File: src/rtl/lri_ram.sv
// Generic single-port-write, single-port-read RAM with a registered read.
// No reset on the array; used for the weight store. Depends on nothing.
`default_nettype none

module lri_ram #(
  parameter int unsigned WIDTH = 16,
  parameter int unsigned DEPTH = 256,
  localparam int unsigned AW   = (DEPTH > 1) ? $clog2(DEPTH) : 1
) (
  input  wire logic             clk,
  input  wire logic             we,
  input  wire logic [AW-1:0]    waddr,
  input  wire logic [WIDTH-1:0] wdata,
  input  wire logic [AW-1:0]    raddr,
  output logic      [WIDTH-1:0] rdata
);

  logic [WIDTH-1:0] mem [DEPTH];

  // Write and registered read
  always_ff @(posedge clk) begin
    if (we) begin
      mem[waddr] <= wdata;
    end
    rdata <= mem[raddr];
  end

endmodule

`default_nettype wire
File: config.mk
export PLATFORM = sky130hd
export DESIGN_NAME = lri_ram
export DESIGN_NICKNAME = d
export VERILOG_FILES = /design/src/rtl/lri_ram.sv
export SDC_FILE = /design/constraint.sdc
export NUM_CORES = 2
export LEC_CHECK = 0
export BUFFER_PORTS_ARGS = -buffer_cell sky130_fd_sc_hd__buf_2
export CAP_MARGIN = 10
export CORE_ASPECT_RATIO = 0.9
export CORE_UTILIZATION = 50
export DETAILED_ROUTE_END_ITERATION = 12
export PLACE_DENSITY = 0.65
export SETUP_SLACK_MARGIN = 0.5
export SYNTH_ARGS = -nofsm -noshare
export SYNTH_HDL_FRONTEND = slang
export SYNTH_SLANG_ARGS = --single-unit
File: constraint.sdc
create_clock -name clk -period 3.6 [get_ports clk]
set_input_delay 0.9 -clock clk [delete_from_list [all_inputs] [get_ports clk]]
set_output_delay 0.9 -clock clk [all_outputs]
set_load 0.1 [all_outputs]
## After elaboration in Yosys (flattened, before gate mapping)

Memory sizes are Yosys's and may differ from the RTL's. A register that Yosys moved wholly into a read port is not among the register bits.
Index checks and enable logic that the tools add are counted.

| word-level totals | value |
|---|---|
| bits in latches | 0 |
| input bits | 34 |
| output and inout port bits | 16 |
| memories | 1 |
| bits in registers | 0 |
| memory bits (read-only) | 0 |
| bits in writable memories | 4096 |

Memory list:

| name | depth | bits a word | read ports | clocked after memory_dff | wr ports | line | text |
|---|---|---|---|---|---|---|---|
| mem | 256 | 16 | 1 | 1 | 1 | 18 | `logic [WIDTH-1:0] mem [DEPTH];` |

| cells by class | value |
|---|---|
| eq/ne operators | 0 |
| div/mod/pow operators | 0 |
| shift operators | 0 |
| multipliers | 0 |
| bitwise operators | 0 |
| add/sub/neg operators | 0 |
| mux-type cells | 2 |
| reductions and logical operators | 0 |
| magnitude comparators | 0 |

Operators with widths:

| kind | number |
|---|---|
| $mux W1 | 2 |

## Depth between registers and ports, before layout

| depth | value |
|---|---|
| depth in word-level cells | 2 |
| depth in mapped cells | 12 |
| mapped depth without buffers | 6 |

## Worst setup path after synthesis

OpenSTA, ideal clock, no wires.

| path | value |
|---|---|
| path type | in2reg |
| start point | input waddr[3] |
| end point | memory mem[235][0] (enable) |
| stages on the path | 6 |
| arrival | 2677 ps |
| setup slack | 535 ps |
| data required time | 3212 ps |
| cell sequence | clkbuf_1 -> nor2b_1 -> clkbuf_1 -> nand4_1 -> clkbuf_1 -> nor2_1 |

RTL lines:

| element | line | text |
|---|---|---|
| from (decl) | 12 | `input wire logic [AW-1:0] waddr,` |
| to (decl) | 18 |  |

Straight into the memory's write port.

==> flow_summary.toml <==
[setup_path]
startpoint_type = "input pin"
critPathKind = "in -> reg"
critPathMaxFanout = 20
crit_end = "rdata[11]$_DFF_P_"
r2r-end = "rdata[8]$_DFF_P_"
endpoint_kind = "flip-flop"
cp_data_arrival_time_ns = 3.92
r2r_setup_slack_ns = 0.83
worstPathRequired_ns = 4.45
critPathLaunch = "raddr[1]"
reg2reg_depth = 5
r2r-start = "mem[55][8]$_DFFE_PP_"

[routing]
antenna_left = 0
wl_per_cell_um = 33.1
wl_mm = 423
vias = 81462
drc = 0
avgViaCountPerCell = 6.38
drtPass1Iterations = 6
first_iter_violations = 10892

[clocking]
htree_levels = 5
cts.sinks = 4112
cts_root_buffer = "clkbuf_16"
cts_setup_buffers = 0
cts_buffer_depth = 4
cts_hold_buffers = 0
cts_tree = "done"
cts_inserted_buffers = 399
clk_latency_ns = 0.97
path_clk_slew_ns = 0.06

[power]
ir_drop_uv = 435
cellLeakagePower_nw = 59.5
power_density_nw_per_um2 = 544

[die]
io-pin-count = 50
dieArea_um2 = 320000
start_util = 0.504
fp.dieW_um = 596
die_y_um = 536
core_area_um2 = 315000
num_rows = 195

[timing]
hold_violations = 0
final-setup-viol-count = 0
period_share = 0.853
timing.hold.ws_ns = 0.392
skew_ns = 0.0501
rsz0062_at_grt = "no"
slew_headroom = 0.254
tightestPinTransition_ns = 1.12
min_period_ns = 3.07
max_freq_mhz = 326
maxSlewViolCount = 0

[finish]
fillers = 22421
area_delta_synth_final_pct = 15.7
drive_above_1_share = 0.292
instances_no_fill = 12776
fin_nets = 8333
fin_util = 0.584

[grt]
antenna_found_initial = 28
grt_overflow_total = 0
grt_max_degree = 107
grt_pass1_wl_mm = 597
gr-usage-all-layers = 0.263
grt_pass1_vias = 79923

[placement]
dp.cells = 12034
numPortBuffers = 49
gp_congestion = 0.933
dpl.hpwl_mm = 263

[logic_synthesis]
synthFlopType = "edfxtp_1"
ys_top_cells_by_area = "edfxtp_1 (77%), mux4_2 (11%), mux2i_1 (3.6%), o221ai_1 (1.4%), nor2_1 (0.72%)"
synth_commonest_cells = "edfxtp_1 (4,096), mux4_2 (797), mux2i_1 (565)"
yosys.area.top_type = "edfxtp_1"
syn_nets = 7394
synth_edf_count = 4096
synth_most_common_cell = "edfxtp_1"
yosys_warnings = 0
syn_area_um2 = 159000
ys_seq_elements = 4112
synthCells = 7360
synth_top_area_share = 0.775
synth_async_sr_flop_share = 0
synth_area_per_cell_um2 = 21.6
netlist-cell-type-count = 52
yosysSeqAreaShare = 0.777

[flow_run]
cap_violations = 0

[worst_hold_path]
hp-class = "in -> reg"

[status]
status = "completed"
## cell type report
| type | instances | area, µm² | area share |
|---|---|---|---|
| Sequential cell | 4112 | 123000 | 0.671 |
| Multi-Input combinational cell | 2792 | 33000 | 0.180 |
| Clock buffer | 501 | 10600 | 0.0575 |
| Timing Repair Buffer | 990 | 9330 | 0.0508 |
| Tap cell | 4137 | 5180 | 0.0282 |
| Clock inverter | 232 | 2280 | 0.0124 |
| Inverter | 4 | 27.5 | 0.000150 |
| Antenna cell | 8 | 20.0 | 0.000109 |
## per-stage QoR
step                      worst slack [ns]  area [µm²]  power [mW]  setup TNS [ns]
after CTS                            0.502      184000         100               0
after global routing                 0.494      184000         102               0
after global placement              -0.816      171000        59.5           -4.24
after detailed placement            -0.774      171000        59.6           -4.17
after floorplan                      0.535      159000        56.7               0
final                                0.528      184000        99.9               0
## worst min path at each step
stage                     startpoint                     to  slack (ns)  cells after the start
2_1_floorplan  mem[232][1]$_DFFE_PP_       rdata[1]$_DFF_P_        0.85                      6
3_3_place_gp    mem[98][6]$_DFFE_PP_       rdata[6]$_DFF_P_        0.99                      6
3_5_place_dp   mem[96][15]$_DFFE_PP_      rdata[15]$_DFF_P_        1.02                      6
4_1_cts                     wdata[0]  mem[247][0]$_DFFE_PP_        0.34                      1
5_1_grt                     wdata[7]  mem[224][7]$_DFFE_PP_        0.38                      1
6_report                    wdata[0]  mem[247][0]$_DFFE_PP_        0.39                      1
## cell usage in the layout (no fill, tap or decap), types with 10 or more instances in the layout
cell type      n
a211oi_1      18
a21oi_1      174
a221oi_1      28
a22o_1        32
a22oi_1       43
and3_1        11
buf_12       146
buf_2         28
buf_4        796
buf_8         17
bufinv_16     35
clkbuf_1      90
clkbuf_16    406
clkinv_1      90
clkinv_2      75
clkinvlp_4    10
dfxtp_1       16
edfxtp_1    4096
mux2_2        88
mux2i_1      565
mux4_2       797
nand2_1       38
nand3_1       26
nand4_1       26
nor2_1       245
nor2_2        58
nor3_1        89
nor4_1        17
o21ai_0       37
o221ai_1     252
o22ai_1      148
o31ai_1       14
o32ai_1       19
## power by group
part / switching (mW) / internal, mW / leakage [nW] / total [mW]
combinational: 3.66 / 2.11 / 16.2 / 5.78
clock: 17.9 / 23.4 / 6.27 / 41.3
sequential: 0.0786 / 52.8 / 36.9 / 52.8
## worst max-delay path: stages
cell and delay, ns:
buf_8 0.34, buf_12 0.29, buf_12 0.22, mux4_2 0.30, mux2_2 0.31, a22oi_1 0.51, buf_4 0.23, nand2_1 0.07
o32ai_1 0.41, buf_4 0.20, nor4_1 0.05
## kinds of logic after synthesis
kind of cell    synth area share
simple gates              0.0157
mux                        0.155
flops                      0.777
buf+inv                   0.0169
compound gates            0.0354
## state kept, by name, indices dropped and copies added, names as in the netlist
signal	count
mem	4096
rdata	16
## layer usage
metal / vias to the layer above / part of all wire / track usage
met3: 660 / 0.11 / 0.0631
met2: 4382 / 0.47 / 0.404
li1: 33206 / - / -
met1: 43204 / 0.39 / 0.374
met4: 10 / 0.033 / 0.0826
met5: - / 0.00015 / 0
## repair_timing
action	CTS	global route
setup endpoints to repair	2	4
pin swaps	0	1
gates resized for setup	2	3
Power figures use the tool's default switching activity.
